--- config.mk ---
export PLATFORM = sky130hd
export DESIGN_NAME = foc_current_loop
export DESIGN_NICKNAME = d
export VERILOG_FILES = /design/src/rtl/foc_pkg.sv /design/src/rtl/foc_ctrl.sv /design/src/rtl/foc_dpath.sv /design/src/rtl/foc_current_loop.sv
export SDC_FILE = /design/constraint.sdc
export NUM_CORES = 2
export LEC_CHECK = 0
export ABC_AREA = 1
export BUFFER_PORTS_ARGS = -buffer_cell sky130_fd_sc_hd__buf_2
export CORE_MARGIN = 3
export CORE_UTILIZATION = 30
export CTS_BUF_LIST = sky130_fd_sc_hd__clkbuf_8
export CTS_CLUSTER_DIAMETER = 200
export DETAILED_ROUTE_END_ITERATION = 12
export GPL_TIMING_DRIVEN = 0
export MAX_ROUTING_LAYER = met4
export RECOVER_POWER = 25
export SYNTH_ARGS = -nofsm -noshare
export SYNTH_HDL_FRONTEND = slang
export SYNTH_SLANG_ARGS = --single-unit
--- constraint.sdc ---
create_clock -name clock -period 9.45 [get_ports clock]
set_input_delay 1.89 -clock clock [delete_from_list [all_inputs] [get_ports clock]]
set_output_delay 1.89 -clock clock [all_outputs]
set_load 0.02 [all_outputs]
--- src/rtl/foc_pkg.sv ---
// Shared types and constants for the FOC current loop.
package foc_pkg;

   localparam int SineTableBitsDefault = 10;

   // Configuration register indexes
   localparam logic [2:0] REG_POLE_PAIRS = 3'd0;
   localparam logic [2:0] REG_THREE_PHASE = 3'd1;
   localparam logic [2:0] REG_GAIN_PROP = 3'd2;
   localparam logic [2:0] REG_GAIN_INTEG = 3'd3;
   localparam logic [2:0] REG_OUT_LIMIT = 3'd4;

   localparam int CsrDataWidth = 16;
   localparam int CsrIndexWidth = 3;

   // 1/sqrt(3) in Q15
   localparam logic signed [15:0] INV_SQRT3 = 16'sd18919;

   typedef struct packed {
      logic [15:0]        rotor_angle;
      logic signed [15:0] phase_a;
      logic signed [15:0] phase_b;
      logic signed [15:0] phase_c;
      logic [2:0]         sector;
      logic signed [15:0] target_d;
      logic signed [15:0] target_q;
   } req_word_type;

   typedef struct packed {
      logic signed [15:0] volt_alpha;
      logic signed [15:0] volt_beta;
      logic signed [15:0] meas_d;
      logic signed [15:0] meas_q;
   } rsp_word_type;

   typedef struct packed {
      logic [6:0]  pole_pairs;
      logic        three_phase_sense;
      logic [15:0] gain_prop;
      logic [15:0] gain_integ;
      logic [14:0] out_limit;
   } cfg_type;

   // Controller to datapath commands
   typedef struct packed {
      logic load;   // capture input word, start
      logic [4:0] step;
   } dp_cmd_type;

endpackage

--- src/rtl/foc_ctrl.sv ---
// Sequencer for the FOC current loop: steps the shared multiplier datapath.
module foc_ctrl (
   input  logic                    clock,
   input  logic                    reset,
   input  logic                    req_valid,
   output logic                    req_stall,
   output logic                    rsp_valid,
   input  logic                    rsp_stall,
   output foc_pkg::dp_cmd_type     cmd
);
   localparam logic [1:0] ST_IDLE = 2'd0;
   localparam logic [1:0] ST_RUN  = 2'd1;
   localparam logic [1:0] ST_OUT  = 2'd2;
   localparam logic [4:0] LastStep = 5'd24;

   logic [1:0] state_ff, state_in;
   logic [4:0] step_ff, step_in;

   assign req_stall = (state_ff != ST_IDLE);
   assign rsp_valid = (state_ff == ST_OUT);
   assign cmd.load = (state_ff == ST_IDLE) && req_valid;
   assign cmd.step = (state_ff == ST_RUN) ? step_ff : 5'd31;

   // next state
   always_comb begin
      state_in = state_ff;
      step_in = step_ff;
      unique case (state_ff)
         ST_IDLE: begin
            step_in = 5'd0;
            if (req_valid) state_in = ST_RUN;
         end
         ST_RUN: begin
            step_in = step_ff + 5'd1;
            if (step_ff == LastStep) state_in = ST_OUT;
         end
         ST_OUT: if (!rsp_stall) state_in = ST_IDLE;
         default: state_in = ST_IDLE;
      endcase
   end

   always_ff @(posedge clock) begin
      if (reset) begin
         state_ff <= ST_IDLE;
         step_ff <= 5'd0;
      end else begin
         state_ff <= state_in;
         step_ff <= step_in;
      end
   end
endmodule

--- src/rtl/foc_dpath.sv ---
// FOC datapath: one shared 20x18 multiplier with accumulator, sequenced by step.
module foc_dpath #(
   parameter int SINE_TABLE_BITS = foc_pkg::SineTableBitsDefault
) (
   input  logic                  clock,
   input  logic                  reset,
   input  foc_pkg::cfg_type      cfg,
   input  foc_pkg::dp_cmd_type   cmd,
   input  foc_pkg::req_word_type req_word,
   output foc_pkg::rsp_word_type rsp_word
);
   localparam int Drop = 16 - SINE_TABLE_BITS;

   foc_pkg::req_word_type in_ff;
   logic signed [15:0] sn_ff, cs_ff;
   logic signed [18:0] ia_ff, ib_ff, al_ff, be_ff;
   logic signed [15:0] md_ff, mq_ff, vd_ff, vq_ff, va_ff, vb_ff;
   logic signed [16:0] ed_ff, eq_ff, dprev_ff, qprev_ff;
   logic signed [15:0] ddrv_ff, qdrv_ff;
   logic signed [47:0] acc_ff;
   logic [15:0] theta_ff;
   // sine polynomial operands
   logic [14:0] zs_ff, zc_ff;
   logic        sneg_ff, cneg_ff;
   logic [15:0] z2_ff;

   // multiplier operand select
   logic signed [19:0] op_a;
   logic signed [17:0] op_b;
   logic               acc_clr;
   logic signed [47:0] prod, sum;
   logic signed [47:0] rnd15, rnd12;
   logic signed [47:0] lim_s, lim_pos;
   logic [15:0] p_q, p_c;
   logic [15:0] acc_hi, t1, t2;

   function automatic logic signed [15:0] sat16(input logic signed [47:0] v);
      if (v > 48'sd32767) return 16'sh7fff;
      if (v < -48'sd32768) return 16'sh8000;
      return v[15:0];
   endfunction

   // distance into the quarter wave
   function automatic logic [14:0] zval(input logic [15:0] a);
      return a[14] ? (15'd16384 - {1'b0, a[13:0]}) : {1'b0, a[13:0]};
   endfunction

   // last polynomial product to Q15 magnitude, clamped, sign by half turn
   function automatic logic signed [15:0] sine_fin(input logic [47:0] a, input logic neg);
      logic [18:0] s2;
      logic [15:0] mag;
      s2 = {a[31:14], 1'b0};
      mag = (s2 > 19'd32767) ? 16'd32767 : s2[15:0];
      return neg ? -$signed(mag) : $signed(mag);
   endfunction

   assign acc_hi = acc_ff[29:14];
   assign t1 = 16'd10512 - acc_hi;
   assign t2 = 16'd25736 - acc_hi;

   always_comb begin
      op_a = '0;
      op_b = '0;
      acc_clr = 1'b1;
      case (cmd.step)
         // sine: z*z, 1160*z2, t1*z2, t2*z
         5'd1: begin op_a = {5'd0, zs_ff}; op_b = {3'd0, zs_ff}; end
         5'd2: begin op_a = {4'd0, acc_hi}; op_b = 18'd1160; end
         5'd3: begin op_a = {4'd0, t1}; op_b = {2'd0, z2_ff}; end
         5'd4: begin op_a = {4'd0, t2}; op_b = {3'd0, zs_ff}; end
         // cosine, same sequence
         5'd5: begin op_a = {5'd0, zc_ff}; op_b = {3'd0, zc_ff}; end
         5'd6: begin op_a = {4'd0, acc_hi}; op_b = 18'd1160; end
         5'd7: begin op_a = {4'd0, t1}; op_b = {2'd0, z2_ff}; end
         5'd8: begin op_a = {4'd0, t2}; op_b = {3'd0, zc_ff}; end
         5'd9: begin
            op_a = 20'(al_ff) + (20'(be_ff) <<< 1);
            op_b = 18'(foc_pkg::INV_SQRT3);
         end
         5'd10: begin op_a = 20'(al_ff); op_b = 18'(cs_ff); end
         5'd11: begin op_a = 20'(be_ff); op_b = 18'(sn_ff); acc_clr = 1'b0; end
         5'd12: begin op_a = 20'(be_ff); op_b = 18'(cs_ff); end
         5'd13: begin op_a = -20'(al_ff); op_b = 18'(sn_ff); acc_clr = 1'b0; end
         5'd15: begin op_a = 20'(ed_ff) - 20'(dprev_ff); op_b = 18'({2'b0, cfg.gain_prop}); end
         5'd16: begin
            op_a = 20'(ed_ff); op_b = 18'({2'b0, cfg.gain_integ}); acc_clr = 1'b0;
         end
         5'd17: begin op_a = 20'(eq_ff) - 20'(qprev_ff); op_b = 18'({2'b0, cfg.gain_prop}); end
         5'd18: begin
            op_a = 20'(eq_ff); op_b = 18'({2'b0, cfg.gain_integ}); acc_clr = 1'b0;
         end
         5'd20: begin op_a = 20'(vd_ff); op_b = 18'(cs_ff); end
         5'd21: begin op_a = -20'(vq_ff); op_b = 18'(sn_ff); acc_clr = 1'b0; end
         5'd22: begin op_a = 20'(vd_ff); op_b = 18'(sn_ff); end
         5'd23: begin op_a = 20'(vq_ff); op_b = 18'(cs_ff); acc_clr = 1'b0; end
         default: ;
      endcase
   end

   assign prod = 48'(op_a) * 48'(op_b);
   assign sum = (acc_clr ? 48'sd0 : acc_ff) + prod;
   assign rnd15 = (acc_ff + 48'sd16384) >>> 15;
   assign rnd12 = (acc_ff + 48'sd2048) >>> 12;
   assign p_q = (theta_ff >> Drop) << Drop;
   assign p_c = p_q + 16'd16384;
   assign lim_s = 48'(ddrv_ff);
   assign lim_pos = 48'($signed({1'b0, cfg.out_limit}));

   // sequenced datapath registers
   always_ff @(posedge clock) begin
      if (reset) begin
         ddrv_ff <= '0;
         qdrv_ff <= '0;
         dprev_ff <= '0;
         qprev_ff <= '0;
      end else begin
         if (cmd.load) begin
            in_ff <= req_word;
            theta_ff <= 16'(req_word.rotor_angle * {9'd0, cfg.pole_pairs});
         end
         acc_ff <= sum;
         case (cmd.step)
            5'd0: begin
               zs_ff <= zval(p_q);
               zc_ff <= zval(p_c);
               sneg_ff <= p_q[15];
               cneg_ff <= p_c[15];
               ia_ff <= 19'(in_ff.phase_a);
               ib_ff <= 19'(in_ff.phase_b);
               if (cfg.three_phase_sense) begin
                  if (in_ff.sector == 3'd1 || in_ff.sector == 3'd6)
                     ia_ff <= -19'(in_ff.phase_b) - 19'(in_ff.phase_c);
                  else if (in_ff.sector == 3'd2 || in_ff.sector == 3'd3)
                     ib_ff <= -19'(in_ff.phase_a) - 19'(in_ff.phase_c);
               end
            end
            5'd1: begin al_ff <= ia_ff; be_ff <= ib_ff; end
            5'd2: z2_ff <= acc_hi;
            5'd5: sn_ff <= sine_fin(acc_ff, sneg_ff);
            5'd6: z2_ff <= acc_hi;
            5'd9: cs_ff <= sine_fin(acc_ff, cneg_ff);
            // be held ib; Clarke product (ia + 2*ib) * 1/sqrt3 is in acc
            5'd10: be_ff <= 19'(rnd15);
            5'd12: md_ff <= sat16(rnd15);
            5'd14: begin
               mq_ff <= sat16(rnd15);
               ed_ff <= 17'(in_ff.target_d) - 17'(md_ff);
            end
            5'd15: eq_ff <= 17'(in_ff.target_q) - 17'(mq_ff);
            5'd17: begin
               if (lim_s + rnd12 > lim_pos) ddrv_ff <= 16'(cfg.out_limit);
               else if (lim_s + rnd12 < -lim_pos) ddrv_ff <= -16'(cfg.out_limit);
               else ddrv_ff <= 16'(lim_s + rnd12);
               dprev_ff <= ed_ff;
            end
            5'd19: begin
               if (48'(qdrv_ff) + rnd12 > lim_pos)
                  qdrv_ff <= 16'(cfg.out_limit);
               else if (48'(qdrv_ff) + rnd12 < -lim_pos)
                  qdrv_ff <= -16'(cfg.out_limit);
               else qdrv_ff <= 16'(48'(qdrv_ff) + rnd12);
               qprev_ff <= eq_ff;
               vd_ff <= ddrv_ff;
            end
            5'd20: vq_ff <= qdrv_ff;
            5'd22: va_ff <= sat16(rnd15);
            5'd24: vb_ff <= sat16(rnd15);
            default: ;
         endcase
      end
   end

   assign rsp_word.volt_alpha = va_ff;
   assign rsp_word.volt_beta = vb_ff;
   assign rsp_word.meas_d = md_ff;
   assign rsp_word.meas_q = mq_ff;
endmodule

--- src/rtl/foc_current_loop.sv ---
// Top level of the FOC current loop.
// One word at a time runs through a single shared multiplier. After accept the
// sequencer takes 25 steps: sine and cosine polynomials (eight multiplies), Clarke,
// Park, both PI loops and inverse Park, and then holds the result valid until taken.
// The input stalls from accept until the result has been taken, so a new word is
// only taken once the last result has left. Configuration writes land directly;
// write only with no word in flight.
module foc_current_loop #(
   parameter int SINE_TABLE_BITS = foc_pkg::SineTableBitsDefault
) (
   input  logic                                clock,
   input  logic                                reset,
   input  logic                                req_valid,
   output logic                                req_stall,
   input  foc_pkg::req_word_type               req_word,
   output logic                                rsp_valid,
   input  logic                                rsp_stall,
   output foc_pkg::rsp_word_type               rsp_word,
   input  logic                                csr_write,
   input  logic [foc_pkg::CsrIndexWidth-1:0]   csr_index,
   input  logic [foc_pkg::CsrDataWidth-1:0]    csr_data
);
   foc_pkg::cfg_type    cfg_ff;
   foc_pkg::dp_cmd_type cmd;

   // configuration registers
   always_ff @(posedge clock) begin
      if (reset) begin
         cfg_ff.pole_pairs <= 7'd7;
         cfg_ff.three_phase_sense <= 1'b0;
         cfg_ff.gain_prop <= 16'd0;
         cfg_ff.gain_integ <= 16'd0;
         cfg_ff.out_limit <= 15'h7fff;
      end else if (csr_write) begin
         unique case (csr_index)
            foc_pkg::REG_POLE_PAIRS: cfg_ff.pole_pairs <= csr_data[6:0];
            foc_pkg::REG_THREE_PHASE: cfg_ff.three_phase_sense <= csr_data[0];
            foc_pkg::REG_GAIN_PROP: cfg_ff.gain_prop <= csr_data;
            foc_pkg::REG_GAIN_INTEG: cfg_ff.gain_integ <= csr_data;
            foc_pkg::REG_OUT_LIMIT: cfg_ff.out_limit <= csr_data[14:0];
            default: ;
         endcase
      end
   end

   foc_ctrl u_ctrl (
      .clock(clock), .reset(reset), .req_valid(req_valid), .req_stall(req_stall),
      .rsp_valid(rsp_valid), .rsp_stall(rsp_stall), .cmd(cmd)
   );

   foc_dpath #(.SINE_TABLE_BITS(SINE_TABLE_BITS)) u_dpath (
      .clock(clock), .reset(reset), .cfg(cfg_ff), .cmd(cmd),
      .req_word(req_word), .rsp_word(rsp_word)
   );
endmodule

==> out/qor_table.md <==
| Parameter | Value | Unit |
| --- | --- | --- |
| Status | finished, violations left | - |
| Violated checks | negative setup slack | - |
| Number of clock sinks seen by CTS | 542 | - |
| Die Y | 445.6 | um |
| Slowest library cell on the worst path | a221oi_1 | - |
| Share of total power in combinational logic | 38.3 | % |
| Average detailed-routed wire length per instance | 22.21 | um |
| Setup repair after global routing missed its margin | true | - |
| Slack of the worst reg-to-reg path | -1.10 | ns |
| Design Area, Final | 68,650 | um2 |
| Worst Path Required | 10.03 | ns |
| Worst-margin pin slew | 1.451 | ns |
| Internal Pwr Total | 5112 | uW |
| Routed Wire Length | 238.0 | mm |
| Floorplan core area | 191,200 | um2 |
| Cell Area, Placed | 62,400 | um2 |
| Initial DRT Pass Iterations | 7 | - |
| Layout overhead on the synthesized area | 18.44 | % |
| Post-DP HPWL | 196.4 | mm |
| Buffers from clock root to sink, at most | 3 | - |
| Worst stage delay on the critical path | 0.95 | ns |
| Net Count, Synth | 8,692 | - |
| Buffer type at the clock tree root | clkbuf_8 | - |
| Number of maximum-capacitance constraint violations | 0 | - |
| Maximum number of pins on one net before global-route repair | 58 | - |
| Count of input and output buffers | 187 | - |
| FF+latch count, synth | 542 | - |
| Fraction of the cycle the final worst path needs | 111.7 | % |
| Combined buffer and inverter count along the critical path | 9 | - |
| Max_slew headroom | 2.264 | % |
| Global routing usage summed across all routing layers | 24.08 | % |
| Setup TNS Final | -20.09 | ns |
| Routability cong. | 1.035 | - |
| Count of pins over their slew limit | 0 | - |
| Number of global-route vias before repair | 52,513 | - |
| Post-synthesis cell count | 7,621 | - |
| Clock network latency to the later pin of the worst-skew pair | 0.85 | ns |
| Maximum VDD drop | 0.00009599 | V |
| TritonCTS Buffers | 96 | - |
| Warnings, synthesis | 0 | - |
| GRT Residual Overflow | 0 | - |
| CTS hold repair buffers | 0 | - |
| Via density per instance | 5.101 | - |
| Register area share after synthesis | 25.87 | % |
| Placement Rows | 160 | - |
| Number of design rule violations left after detail routing | 0 | - |
| Distinct cells, synth | 76 | - |
| Maximum frequency from static timing analysis | 0.09477 | GHz |
| Class of the most critical setup path | reg2reg | - |
| Antenna-violating nets left | 0 | - |
| CTS clock-pin slew for the worst setup and hold paths | 0.07 | ns |
| Iteration-0 DRC Markers | 5,400 | - |
| NetSw | 3438 | uW |
| Setup violators final | 29 | - |
| Starting utilization of the core area | 30.32 | % |
| Initial antenna violation count | 10 | - |
| Nets | 9,185 | - |
| Most frequent cells in the layout | 1,759 x nand2_1, 1,445 x inv_1, 667 x nor2_1 | - |
| Synth async-reset ratio | 0 | % |
| Clock tree from TritonCTS | built | - |
| H-tree level count | 3 | - |
| Largest delay share family, worst path | adder cells | - |
| Min setup slack post-route | -1.102 | ns |
| Die area | 198,500 | um2 |
| Global-route wire length before repair | 345.7 | mm |
| Clock share of power | 28.8 | % |
| Most common cell after layout, fill and taps aside | nand2_1 | - |
| Hold violation total from the final report | 0 | - |
| Maximum net fanout on the critical path | 10 | - |
| Average instance area after synthesis | 7.606 | um2 |
| Hold WC Path Type | reg2reg | - |
| Die width | 445.6 | um |
| Sequential share of power | 33.0 | % |
| Crit path top cell by count | fa_1 | - |
| Number of synthesized flops with an enable pin | 414 | - |
| Fraction of final layout cells with drive strength greater than 1 | 13.74 | % |
| Post-Route Skew | 0.09383 | ns |
| Ports | 189 | - |
| Post-Synthesis Cell Area | 57,960 | um2 |
| Power per unit of standard cell area | 124.6 | nW/um2 |
| Clock period minus final worst setup slack | 10.55 | ns |
| Critical Path Sink Type | flip-flop | - |
| Switching portion of total power | 40.21 | % |
| Data arrival time of the critical path | 11.13 | ns |
| Leakage | 0.03313 | uW |
| Crit path launch type | flip-flop | - |
| Main synth FF type | edfxtp_1 | - |
| Number of vias after detailed routing | 54,644 | - |
==> sequential cells by signal (all words and copies together), names as in the netlist, 17 cells and up <==
signal            flops
u_dpath.al_ff        19
u_dpath.dprev_ff     17
cfg_ff               55
u_dpath.be_ff        19
u_dpath.in_ff        83
u_dpath.ed_ff        17
u_dpath.ib_ff        19
u_dpath.acc_ff       48
u_dpath.eq_ff        17
u_dpath.qprev_ff     17
u_dpath.ia_ff        19
==> kinds of logic after synthesis <==
| logic type | synth area share [%] |
|---|---|
| xor gates and xnor gates | 4.151 |
| AOI/OAI and AO/OA | 10.71 |
| adders and majority gates | 25.94 |
| DFF | 25.87 |
| buffers and inverters | 11.03 |
| muxes | 0.01727 |
| and+or+nand+nor | 22.28 |
==> per-layer routing <==
layer  up-vias  GRT usage [%]  wire length, um
met5         -              -                0
met4         0          6.610             7678
met3       363          4.431            21420
met2      2359          35.96           102300
met1     26530          33.36           106600
li1      25392              -                -
==> area by class of cell <==
cell class / instances / area [um2]
Buffer: 159 / 819.5
Clock inverter: 81 / 728.2
Timing Repair Buffer: 396 / 2705
Clock buffer: 100 / 1376
Tap cell: 2511 / 3142
Inverter: 1506 / 5690
Multi-Input combinational cell: 5413 / 39180
Fill cell: 19885 / 122500
Antenna cell: 5 / 12.51
Sequential cell: 542 / 15000
==> path summary, 6_finish.rpt <==
| check | startpoint | to | depth (start not counted) |
|---|---|---|---|
| hold reg to reg | u_dpath.ia_ff[16] | u_dpath.al_ff[16] | 0 |
| setup reg to reg | u_ctrl.state_ff[1] | u_dpath.acc_ff[44] | 44 |
| setup / recovery | u_ctrl.state_ff[1] | u_dpath.acc_ff[44] | 44 |
| hold / removal | u_dpath.ia_ff[16] | u_dpath.al_ff[16] | 0 |
==> worst register-to-register path: cells and delay by family, from the launching register on <==
family | cells | cell delay [ns]
compound gates | 7 | 1.99
fa+ha+maj | 8 | 3.69
buf+inv | 9 | 1.13
flops | 1 | 0.39
simple gates | 19 | 2.85
xor+xnor | 1 | 0.22
==> Yosys cell counts, types with 8 or more instances <==
library cell | n | share of area (%)
nor2_1 | 707 | 4.6
nor3_2 | 8 | 0.14
nand3_1 | 263 | 2.3
o21ai_1 | 10 | 0.086
nand2_1 | 1812 | 12
a21o_1 | 15 | 0.19
o22ai_1 | 15 | 0.16
a21boi_0 | 12 | 0.16
nand2_2 | 10 | 0.11
inv_2 | 42 | 0.27
dfxtp_1 | 128 | 4.4
nor4_1 | 21 | 0.23
nand3b_1 | 20 | 0.26
fa_1 | 423 | 15
nor2_4 | 8 | 0.16
a21oi_1 | 426 | 3.7
a211oi_1 | 19 | 0.25
o21a_1 | 12 | 0.16
xor2_1 | 208 | 3.1
clkbuf_1 | 78 | 0.51
nor3_1 | 94 | 0.81
o211ai_1 | 51 | 0.66
inv_1 | 1456 | 9.4
a31oi_1 | 24 | 0.26
o31ai_1 | 8 | 0.10
a221oi_1 | 18 | 0.27
ha_1 | 525 | 11
a22oi_1 | 17 | 0.22
o2111ai_1 | 19 | 0.29
xnor2_1 | 63 | 0.95
nor2_2 | 18 | 0.19
or2_2 | 16 | 0.17
and2_1 | 8 | 0.086
edfxtp_1 | 414 | 21
o21bai_1 | 23 | 0.30
nand4_1 | 93 | 1.0
o21ai_0 | 380 | 3.3
buf_2 | 63 | 0.54
buf_4 | 10 | 0.13
==> power by group through the flow <==
stage | combinational [uW] | sequential, uW | clock [uW]
2_1_floorplan | 1750 | 2830 | 0
3_3_place_gp | 2760 | 2870 | 0
3_5_place_dp | 2790 | 2860 | 0
4_1_cts | 3150 | 2820 | 2520
5_1_grt | 3550 | 2820 | 2620
6_report | 3270 | 2820 | 2460
==> timing repair <==
item | 4_1_cts | 5_1_grt
pin swaps | 209 | 131
gates resized for setup | 485 | 142
setup endpoints to repair | 35 | 34
buffers inserted | 139 | 47
==> metrics by stage <==
| stage | total power (uW) | hold WS (ns) | cells | worst slack [ns] | utilization (%) |
|---|---|---|---|---|---|
| 2_1_floorplan | 4576 | 0.4003 | 7621 | 0.009800 | - |
| 3_3_place_gp | 5630 | 0.4042 | 10319 | -3.178 | 32.47 |
| 3_5_place_dp | 5657 | 0.4045 | 10342 | -3.154 | 32.64 |
| 4_1_cts | 8479 | 0.4114 | 10662 | -0.9957 | 35.46 |
| 5_1_grt | 8999 | 0.4191 | 10712 | -1.298 | 35.91 |
| 6_report | 8551 | 0.4041 | 10713 | -1.102 | 35.91 |
No activity file was read; power rests on OpenSTA's default activity.
